`config.mk`:
```
export PLATFORM = sky130hd
export DESIGN_NAME = adts_to_rtp_aac_packetizer_unit
export DESIGN_NICKNAME = d
export VERILOG_FILES = /design/src/atr_pkg.sv /design/src/adts_to_rtp_aac_packetizer_unit.sv
export SDC_FILE = /design/constraint.sdc
export NUM_CORES = 1
export LEC_CHECK = 0
export BUFFER_PORTS_ARGS = -buffer_cell sky130_fd_sc_hd__buf_4
export CORE_MARGIN = 2
export CORE_UTILIZATION = 50
export DETAILED_ROUTE_END_ITERATION = 6
export PLACE_DENSITY = 0.69
export SLEW_MARGIN = 20
export SYNTH_ARGS = -nofsm -noshare
export SYNTH_HDL_FRONTEND = slang
export SYNTH_SLANG_ARGS = --single-unit
```
`constraint.sdc`:
```
create_clock -name clk -period 10.3 [get_ports clk]
set_clock_uncertainty 0.05 [all_clocks]
set_input_delay 0 -clock clk [delete_from_list [all_inputs] [get_ports clk]]
set_output_delay 0 -clock clk [all_outputs]
set_load 0.05 [all_outputs]
```
`src/atr_pkg.sv`:
```
// Shared types and constants for the ADTS to RTP AAC packetizer.
// No dependencies; imported by the packetizer, its port checker and the testbench.
package atr_pkg;

  localparam int unsigned CfgIdxW = 2;

  // Configuration register indexes.
  localparam logic [CfgIdxW-1:0] REG_FRAME_SAMPLES = 2'd0;
  localparam logic [CfgIdxW-1:0] REG_SEQ_START     = 2'd1;
  localparam logic [CfgIdxW-1:0] REG_TS_START      = 2'd2;

  // ADTS header constants.
  localparam logic [7:0] SYNC_BYTE       = 8'hFF;
  localparam logic [3:0] SYNC_NIBBLE     = 4'hF;
  localparam logic [3:0] HDR_LEN_NO_CRC  = 4'd7;
  localparam logic [3:0] HDR_LEN_CRC     = 4'd9;
  localparam logic [3:0] HDR_POS_LEN_HI  = 4'd3;
  localparam logic [3:0] HDR_POS_LEN_MID = 4'd4;
  localparam logic [3:0] HDR_POS_LEN_LO  = 4'd5;
  localparam logic [3:0] HDR_POS_FIRST   = 4'd2;

  // AU header constants: header length in bits (16) as two bytes.
  localparam logic [7:0] AU_HDR_LEN_HI = 8'h00;
  localparam logic [7:0] AU_HDR_LEN_LO = 8'h10;

  // Reset values of the configuration registers.
  localparam logic [15:0] FRAME_SAMPLES_RST = 16'd1024;
  localparam logic [15:0] SEQ_START_RST     = 16'd0;
  localparam logic [31:0] TS_START_RST      = 32'd0;

endpackage

```
`src/adts_to_rtp_aac_packetizer_unit.sv`:
```
// ADTS to RTP (AU header style) AAC packetizer, single module.
// Depends on atr_pkg for constants.
//
// Channel   Dir  Handshake               Payload
// in        in   in_valid / in_ready     in_byte[7:0]
// out       out  out_valid / out_ready   out_byte, packet_end, seq_num, rtp_time
// cfg       in   cfg_valid / cfg_ready   cfg_index[1:0], cfg_data[31:0]
//
// Each input byte is handled in the cycle it is accepted; its result beat lands in a
// two-entry output queue, so one byte per cycle flows through a payload.
// The last header byte of a good frame queues four AU header beats, which the AU
// sequencer pushes one at a time, as the queue has room, while input is held off.
// Input is also held off while both output queue entries are full.
// Reset (rst, synchronous) empties the queue and returns to syncword hunting.
// The configuration port is always ready.
module adts_to_rtp_aac_packetizer_unit
  import atr_pkg::*;
(
  input  logic                 clk,
  input  logic                 rst,
  input  logic                 in_valid,
  output logic                 in_ready,
  input  logic [7:0]           in_byte,
  output logic                 out_valid,
  input  logic                 out_ready,
  output logic [7:0]           out_byte,
  output logic                 packet_end,
  output logic [15:0]          seq_num,
  output logic [31:0]          rtp_time,
  input  logic                 cfg_valid,
  output logic                 cfg_ready,
  input  logic [CfgIdxW-1:0]   cfg_index,
  input  logic [31:0]          cfg_data
);

  typedef enum logic [1:0] {
    PH_HUNT    = 2'd0,
    PH_HEADER  = 2'd1,
    PH_PAYLOAD = 2'd2
  } phase_t;

  typedef struct packed {
    logic [7:0]  data;
    logic        last;
    logic [15:0] seq;
    logic [31:0] ts;
  } beat_t;

  // Parser state.
  phase_t      phase, phase_next;
  logic        prev_was_ff, prev_was_ff_next;
  logic [3:0]  header_pos, header_pos_next;
  logic [3:0]  header_len, header_len_next;
  logic [12:0] frame_length, frame_length_next;
  logic [12:0] bytes_left, bytes_left_next;
  logic [15:0] seq_counter, seq_counter_next;
  logic [31:0] ts_counter, ts_counter_next;
  logic [15:0] frame_samples;

  // AU header sequencer.
  logic [2:0]  au_cnt, au_cnt_next;
  logic [12:0] au_size;

  // Output queue.
  beat_t       q0, q1;
  logic [1:0]  cnt;
  logic        pop, push, wr_slot;
  beat_t       push_beat, prod_beat, au_beat;
  logic        prod_valid, start_au;

  logic        in_fire;
  logic [12:0] fl;
  logic [3:0]  pos_inc;
  logic [12:0] bl_dec;

  assign cfg_ready = 1'b1;
  assign in_ready  = (au_cnt == 3'd0) && (cnt != 2'd2);
  assign in_fire   = in_valid && in_ready;

  assign out_valid  = (cnt != 2'd0);
  assign out_byte   = q0.data;
  assign packet_end = q0.last;
  assign seq_num    = q0.seq;
  assign rtp_time   = q0.ts;

  always_comb begin
    phase_next        = phase;
    prev_was_ff_next  = prev_was_ff;
    header_pos_next   = header_pos;
    header_len_next   = header_len;
    frame_length_next = frame_length;
    bytes_left_next   = bytes_left;
    seq_counter_next  = seq_counter;
    ts_counter_next   = ts_counter;
    prod_valid        = 1'b0;
    prod_beat         = '0;
    start_au          = 1'b0;
    fl                = frame_length;
    pos_inc           = header_pos + 4'd1;
    bl_dec            = bytes_left - 13'd1;
    if (in_fire) begin
      unique case (phase)
        PH_HEADER: begin
          if (header_pos == HDR_POS_LEN_HI) begin
            fl = {in_byte[1:0], 11'd0};
          end else if (header_pos == HDR_POS_LEN_MID) begin
            fl = frame_length | {2'd0, in_byte, 3'd0};
          end else if (header_pos == HDR_POS_LEN_LO) begin
            fl = frame_length | {10'd0, in_byte[7:5]};
          end
          frame_length_next = fl;
          if (pos_inc >= header_len) begin
            header_pos_next  = 4'd0;
            prev_was_ff_next = 1'b0;
            // A frame length that does not cover more than the header is dropped.
            if (fl <= {9'd0, header_len}) begin
              phase_next = PH_HUNT;
            end else begin
              bytes_left_next = fl - {9'd0, header_len};
              phase_next      = PH_PAYLOAD;
              start_au        = 1'b1;
            end
          end else begin
            header_pos_next = pos_inc;
          end
        end
        PH_PAYLOAD: begin
          bytes_left_next = bl_dec;
          prod_valid      = 1'b1;
          prod_beat.data  = in_byte;
          if (bl_dec == 13'd0) begin
            seq_counter_next = seq_counter + 16'd1;
            ts_counter_next  = ts_counter + {16'd0, frame_samples};
            phase_next       = PH_HUNT;
            prev_was_ff_next = 1'b0;
            prod_beat.last   = 1'b1;
            prod_beat.seq    = seq_counter_next;
            prod_beat.ts     = ts_counter_next;
          end
        end
        default: begin
          // Hunting; the unused phase code behaves the same way.
          if (prev_was_ff && (in_byte[7:4] == SYNC_NIBBLE)) begin
            if (header_len == 4'd0) begin
              header_len_next = in_byte[0] ? HDR_LEN_NO_CRC : HDR_LEN_CRC;
            end
            header_pos_next   = HDR_POS_FIRST;
            frame_length_next = 13'd0;
            prev_was_ff_next  = 1'b0;
            phase_next        = PH_HEADER;
          end else begin
            phase_next       = PH_HUNT;
            prev_was_ff_next = (in_byte == SYNC_BYTE);
          end
        end
      endcase
    end
  end

  // AU header beats in order: length high, length low, size high, size low with index.
  always_comb begin
    au_beat = '0;
    case (au_cnt)
      3'd4:    au_beat.data = AU_HDR_LEN_HI;
      3'd3:    au_beat.data = AU_HDR_LEN_LO;
      3'd2:    au_beat.data = au_size[12:5];
      default: au_beat.data = {au_size[4:0], 3'd0};
    endcase
  end

  always_comb begin
    au_cnt_next = au_cnt;
    push        = 1'b0;
    push_beat   = prod_beat;
    if ((au_cnt != 3'd0) && (cnt != 2'd2)) begin
      push        = 1'b1;
      push_beat   = au_beat;
      au_cnt_next = au_cnt - 3'd1;
    end else if (prod_valid) begin
      push = 1'b1;
    end
    if (start_au) begin
      au_cnt_next = 3'd4;
    end
  end

  assign pop     = out_valid && out_ready;
  assign wr_slot = pop ? (cnt[1:0] == 2'd2) : (cnt[1:0] == 2'd1);

  always_ff @(posedge clk) begin
    if (rst) begin
      phase         <= PH_HUNT;
      prev_was_ff   <= 1'b0;
      header_pos    <= 4'd0;
      header_len    <= 4'd0;
      frame_length  <= 13'd0;
      bytes_left    <= 13'd0;
      seq_counter   <= SEQ_START_RST;
      ts_counter    <= TS_START_RST;
      frame_samples <= FRAME_SAMPLES_RST;
      au_cnt        <= 3'd0;
      cnt           <= 2'd0;
    end else begin
      phase        <= phase_next;
      prev_was_ff  <= prev_was_ff_next;
      header_pos   <= header_pos_next;
      header_len   <= header_len_next;
      frame_length <= frame_length_next;
      bytes_left   <= bytes_left_next;
      seq_counter  <= seq_counter_next;
      ts_counter   <= ts_counter_next;
      au_cnt       <= au_cnt_next;
      cnt          <= cnt + {1'b0, push} - {1'b0, pop};
      if (cfg_valid && cfg_ready) begin
        unique case (cfg_index)
          REG_FRAME_SAMPLES: frame_samples <= cfg_data[15:0];
          REG_SEQ_START:     seq_counter   <= cfg_data[15:0];
          REG_TS_START:      ts_counter    <= cfg_data;
          default: ;
        endcase
      end
    end
  end

  // Payload registers carry no reset.
  always_ff @(posedge clk) begin
    if (start_au) begin
      au_size <= bytes_left_next;
    end
    // A beat pushed into an otherwise emptying queue goes straight to the head.
    if (push && !wr_slot) begin
      q0 <= push_beat;
    end else if (pop) begin
      q0 <= q1;
    end
    if (push && wr_slot) begin
      q1 <= push_beat;
    end
  end

endmodule

```
Word level (Yosys, flattened, before mapping) --
Cells that the tools add are included.
Storage, ports and cells: input bits 47, output and inout port bits 60, bits in registers 233
Cells by class: bitwise gates (word level) 4, add/subtract/negate cells 8, reductions and logical operators 23, mux-type cells 52, equality and inequality tests 17, $lt $le $gt $ge 2
Operators by type and width (number):
- 57-bit two-way mux | 5
- 32-bit two-way mux | 5
- 13-bit two-way mux | 9
- 16-bit two-way mux | 5
- 13-bit one-hot mux with 2 select lines | 2
- 49-bit two-way mux | 1
- 32-bit by 16-bit adder with 32-bit output | 1
- 8-bit one-hot mux with 3 select lines | 1
- 16-bit by 1-bit adder with 16-bit output, second input constant | 1
- 13-bit by 4-bit <= comparator with 1-bit output | 1
- 13-bit zero test | 1
- 1-bit two-way mux | 13
- 13-bit by 11-bit bitwise OR with 13-bit output | 1
- 13-bit by 3-bit bitwise OR with 13-bit output | 1
- 13-bit by 1-bit subtractor with 13-bit output, second input constant | 1
- 13-bit by 4-bit subtractor with 13-bit output | 1
- 4-bit two-way mux | 3
- 4-bit by 3-bit == test with 1-bit output, second input constant | 2
- 8-bit == test, second input constant | 1
- 4-bit one-hot mux with 2 select lines | 1
- 2-bit nonzero test | 4
- 1-bit logical AND | 7
- 2-bit by 1-bit == test with 1-bit output, second input constant | 3
- 2-bit == test, second input constant | 3
- 24 further kinds | 33

Logic depth before layout (Yosys ltp) --
word-level depth 12, mapped depth 15

Worst setup path before layout --
No wires, ideal clock.
path kind register -> register, from reg au_cnt[0], to reg q1[0] in the netlist's numbering, enable pin, path slack 5878 ps, data required time 9778 ps, data arrival time 3900 ps, cell stages (with the launch flop) 8, setup time 472 ps, buffers on the path 0, cell sequence dfxtp_1 inv_1 ha_1 nor2b_1 nand3_1 nor2_1 nor2_1 nor2_1
Between the ends: cells in the longest elaborated chain, start to end 7, elaborated cells between the ends (all ways) 9, those cells by class 3 x mux; 6 x reduce/logical
RTL lines:
- start, declared | RTL line adts_to_rtp_aac_packetizer_unit.sv:61 | logic [2:0] au_cnt, au_cnt_next;
- start signal, assigned | RTL line adts_to_rtp_aac_packetizer_unit.sv:212 | au_cnt <= au_cnt_next;
- 3-bit zero test | RTL line adts_to_rtp_aac_packetizer_unit.sv:77 | assign in_ready = (au_cnt == 3'd0) && (cnt != 2'd2);
- 1-bit logical AND | RTL line adts_to_rtp_aac_packetizer_unit.sv:77
- 1-bit logical AND | RTL line adts_to_rtp_aac_packetizer_unit.sv:78 | assign in_fire = in_valid && in_ready;
- 1-bit two-way mux | RTL line adts_to_rtp_aac_packetizer_unit.sv:101 | if (in_fire) begin
- 1-bit two-way mux | RTL line adts_to_rtp_aac_packetizer_unit.sv:179 | end else if (prod_valid) begin
- 1-bit two-way mux * | RTL line adts_to_rtp_aac_packetizer_unit.sv:175 | if ((au_cnt != 3'd0) && (cnt != 2'd2)) begin
- 1-bit logical AND * | RTL line adts_to_rtp_aac_packetizer_unit.sv:236 | if (push && wr_slot) begin
- end signal, assigned | RTL line adts_to_rtp_aac_packetizer_unit.sv:237 | q1 <= push_beat;
- end, declared | RTL line adts_to_rtp_aac_packetizer_unit.sv:65 | beat_t q0, q1;
Mark *: on every way between the ends. The rest lies on a longest branch, timed or not. A chain may end at the register's enable or synchronous reset.

Worst setup path after layout --
from reg header_pos[0], to reg au_size[12] (data pin)
Between the ends: cells in the longest elaborated chain, start to end 11, elaborated cells between the ends (all ways) 16, those cells by class 2 x add/sub; 2 x order compare; 3 x eq/ne; 9 x mux
RTL lines:
- start, declared | RTL line adts_to_rtp_aac_packetizer_unit.sv:52 | logic [3:0] header_pos, header_pos_next;
- start signal, assigned | RTL line adts_to_rtp_aac_packetizer_unit.sv:206 | header_pos <= header_pos_next;
- 4-bit by 3-bit == test with 1-bit output | RTL line adts_to_rtp_aac_packetizer_unit.sv:108 | end else if (header_pos == HDR_POS_LEN_LO) begin
- 13-bit two-way mux | RTL line adts_to_rtp_aac_packetizer_unit.sv:108
- 13-bit two-way mux | RTL line adts_to_rtp_aac_packetizer_unit.sv:106 | end else if (header_pos == HDR_POS_LEN_MID) begin
- 13-bit two-way mux | RTL line adts_to_rtp_aac_packetizer_unit.sv:104 | if (header_pos == HDR_POS_LEN_HI) begin
- 13-bit two-way mux | RTL line adts_to_rtp_aac_packetizer_unit.sv:102 | unique case (phase)
- 13-bit two-way mux | RTL line adts_to_rtp_aac_packetizer_unit.sv:101
- 13-bit by 4-bit subtractor with 13-bit output or 13-bit by 4-bit <= comparator with 1-bit output (tied branches) | RTL line adts_to_rtp_aac_packetizer_unit.sv:119, adts_to_rtp_aac_packetizer_unit.sv:116
- 13-bit two-way mux | RTL line adts_to_rtp_aac_packetizer_unit.sv:116 | if (fl <= {9'd0, header_len}) begin
- 13-bit two-way mux * | RTL line adts_to_rtp_aac_packetizer_unit.sv:112 | if (pos_inc >= header_len) begin
- 13-bit one-hot mux with 2 select lines * | RTL line adts_to_rtp_aac_packetizer_unit.sv:102
- 13-bit two-way mux * | RTL line adts_to_rtp_aac_packetizer_unit.sv:101
- via bytes_left_next[12] | RTL line adts_to_rtp_aac_packetizer_unit.sv:55 | logic [12:0] bytes_left, bytes_left_next;
- end signal, assigned | RTL line adts_to_rtp_aac_packetizer_unit.sv:228 | au_size <= bytes_left_next;
- end, declared | RTL line adts_to_rtp_aac_packetizer_unit.sv:62 | logic [12:0] au_size;
The timed path passes the listed nets; every way through them passes the cells marked *. The select of a mux whose other input is x is not followed.

==> results_dict.tcl <==
set metrics [dict create \
    synth_top_area_share_pct 31.0 \
    cts_buffer_depth 3 \
    finalHoldViolCount 0 \
    synth_adder_area_share_pct 4.03 \
    rsz0062_at_grt "no" \
    seq_area_frac_synth_pct 48.1 \
    pre_cts_slack_ns 6.37 \
    cts_buffers 26 \
    multiInputGateArea_sq_um 5970 \
    synth_nets 1389 \
    cp_max_fo 12 \
    critPathTopFamily "simple AND/OR/NAND/NOR gates" \
    crit_cells 12 \
    yosysMostFrequentCell "nand2_1" \
    ant_nets 0 \
    vias_per_cell 5.87 \
    synth.cell_area_sq_um 12300 \
    crit_path_end_kind "register" \
    rr_startpoint "header_pos[0]" \
    cts_tree "built" \
    critPathLaunchType "register" \
    yosys.area_share.xor_xnor_pct 3.70 \
    gp_congestion 0.906 \
    ir_drop_mv 0.162 \
    cp-startpoint "header_pos[0]" \
    required_ns 10.52 \
    synth_top_family_by_area "simple AND/OR/NAND/NOR gates" \
    htree_levels 1 \
    fmax_ghz 0.250 \
    yosys.area.top_type "edfxtp_1" \
    final_nets 1541 \
    synth_compound_gate_area_share_pct 18.2 \
    vias 10600 \
    antenna_found_initial 0 \
    setup_viol 0 \
    drt_wl_total_um 33200 \
    slew_headroom_pct 37.1 \
    hp-class "primary input to register" \
    cp.buffers_inverters 1 \
    reg2reg_depth 12 \
    diodes 0 \
    status "finished clean" \
    synth_flop_cell "edfxtp_1" \
    dieHeight_um 161 \
    avgSynthCellArea_sq_um 9.44 \
    synth_area_leaders "edfxtp_1, dfxtp_1, o21ai_0, nand2_1, a21oi_1" \
    seq_area_sq_um 5920 \
    fin_ws_ns 6.31 \
    p_leak_nw 5.69 \
    drc 0 \
    port_buffers 105 \
    synth_cell_type_count 85 \
    netlist_top_cells_count "nand2_1, edfxtp_1, o21ai_0, dfxtp_1, nor2_1" \
    clockRootBuffer "clkbuf_16" \
    drive_gt1_share_pct 15.3 \
    hold_ws_ns 0.0153 \
    crit_end "au_size[12]" \
    crit_slowest_cell "or4_2" \
    ys.warnings.count 0 \
    crit_chain "ha_1 > or3b_2 > nand2_1 > ha_1 > inv_1 > ha_1 > o32a_1 > o21ai_0 > o31ai_1 > or4_2 > nand4_1 > nand3_1" \
    dieArea_sq_um 25900 \
    grt_pass1_vias 10100 \
    grt_pass1_wl_um 53600 \
    slew_violations 0 \
    r2r_slack_ns 6.31 \
    p_total_w 0.00342 \
    synth.area.mux_share_pct 2.98 \
    min_period_over_period_pct 38.8 \
    powerDensity_nw_per_um2 227 \
    ys_seq_elements 232 \
    clkLatencyLatePin_ns 0.53 \
    track_usage_pct 25.6 \
    worst_pin_slew_ns 0.943 \
    cap_violations 0 \
    first_pass_iters 5 \
    cts_setup_buffers 0 \
    worstPathArrival_ns 4.22 \
    path_class "register to register" \
    core.rowCount 57 \
    core_sq_um 24200 \
    tns_ns 0 \
    globalRouteOverflowTotal 0 \
    drt_first_iter_violations 970 \
    cts_sinks 232 \
    wire_per_inst_um 18.5 \
    n_fill_cell 2060 \
    yosys.area_share.simple_pct 19.3 \
    io_pins 107 \
    clkTransAtPathRegs_ns 0.06 \
    postSynth.asyncResetShare_pct 0 \
    crit_path_max_incr_delay_ns 0.64 \
    grt_max_degree 79 \
    timing.rr.end "au_size[12]" \
    synth_edf_count 127 \
    syn_to_final_growth_pct 22.0 \
    dp_hpwl_um 21900 \
    start_util_pct 50.8 \
    die_w_um 161 \
    synth_cells 1303 \
    cp_common_cell "ha_1" \
    fin_crit_ns 3.99 \
]
## per-layer routing
| layer | wire length, um | GRT usage (%) | up-vias |
|---|---|---|---|
| met5 | 0 | 0 | - |
| met4 | 1000 | 8.16 | 0 |
| met3 | 1560 | 2.66 | 65 |
| met2 | 16200 | 43.4 | 294 |
| met1 | 14500 | 34.5 | 5074 |
| li1 | - | - | 5130 |
## flip-flops by register name, summed over array words and instances (netlist names)
signal	count
seq_counter	16
au_cnt	3
rtp_time	32
seq_num	16
prev_was_ff	1
packet_end	1
header_len	3
out_byte	8
ts_counter	32
frame_length	13
frame_samples	16
q1	57
header_pos	4
cnt	2
phase	2
bytes_left	13
au_size	13
## kinds of logic after synthesis
| family | Yosys count |
|---|---|
| flops | 232 |
| compound gates | 361 |
| buf+inv | 114 |
| simple gates | 471 |
| other cells | 1 |
| mux | 33 |
| fa+ha+maj | 39 |
| xor+xnor | 52 |
## worst reg2reg max path, cell delays in order (launching register included)
cell     delay (ns)
dfxtp_1        0.44
ha_1           0.34
or3b_2         0.62
nand2_1        0.13
ha_1           0.19
inv_1          0.06
ha_1           0.25
o32a_1         0.34
o21ai_0        0.22
o31ai_1        0.22
or4_2          0.64
nand4_1        0.13
nand3_1        0.08
## where the power goes
part / internal, W / total (W) / switching [W] / leakage [nW]
Sequential: 0.00124 / 0.00131 / 0.0000650 / 2.11
Combinational: 0.000333 / 0.00112 / 0.000792 / 3.14
Clock: 0.000603 / 0.000987 / 0.000384 / 0.441
Total: 0.00218 / 0.00342 / 0.00124 / 5.69
## per-stage QoR
stage          util [%]  std cells  cell area, sq um
5_1_grt            61.9       1799             15000
4_1_cts            61.8       1798             15000
2_1_floorplan         -       1303             12300
6_report           61.9       1799             15000
3_5_place_dp       55.0       1675             13300
3_3_place_gp       55.0       1675             13300
## final cells by class
| class | count | share of cell area [%] |
|---|---|---|
| clock buffer | 30 | 4.57 |
| clock inverter | 18 | 1.47 |
| inverter | 43 | 1.07 |
| multi-input combinational | 957 | 39.7 |
| sequential | 232 | 39.4 |
| tap | 324 | 2.70 |
| timing repair buffer | 195 | 11.0 |
## cells in the final DEF (no fill, tap or decap), types with 38 or more instances in the layout
cell and n:
a21oi_1 102, buf_4 119, dfxtp_1 105, dlygate4sd3_1 75, edfxtp_1 127, ha_1 38, inv_1 42, nand2_1 140
nand3_1 54, nor2_1 103, o21ai_0 113
## worst min path at each step
stage | cells past startpoint | slack (ns) | from | endpoint
6_report | 4 | 0.02 | cfg_index[1] | seq_counter[0]
5_1_grt | 4 | 0.003 | cfg_index[1] | seq_counter[0]
4_1_cts | 4 | 0.0005 | cfg_index[1] | ts_counter[8]
3_5_place_dp | 3 | 0.22 | cfg_data[10] | frame_samples[10]
3_3_place_gp | 3 | 0.21 | cfg_data[10] | frame_samples[10]
2_1_floorplan | 2 | 0.07 | cfg_data[10] | frame_samples[10]
## timing repair
item	CTS	global route
endpoints found under the hold margin	107	0
resized for setup	0	0
hold buffers	75	0
(Power assumes the default switching activity.)
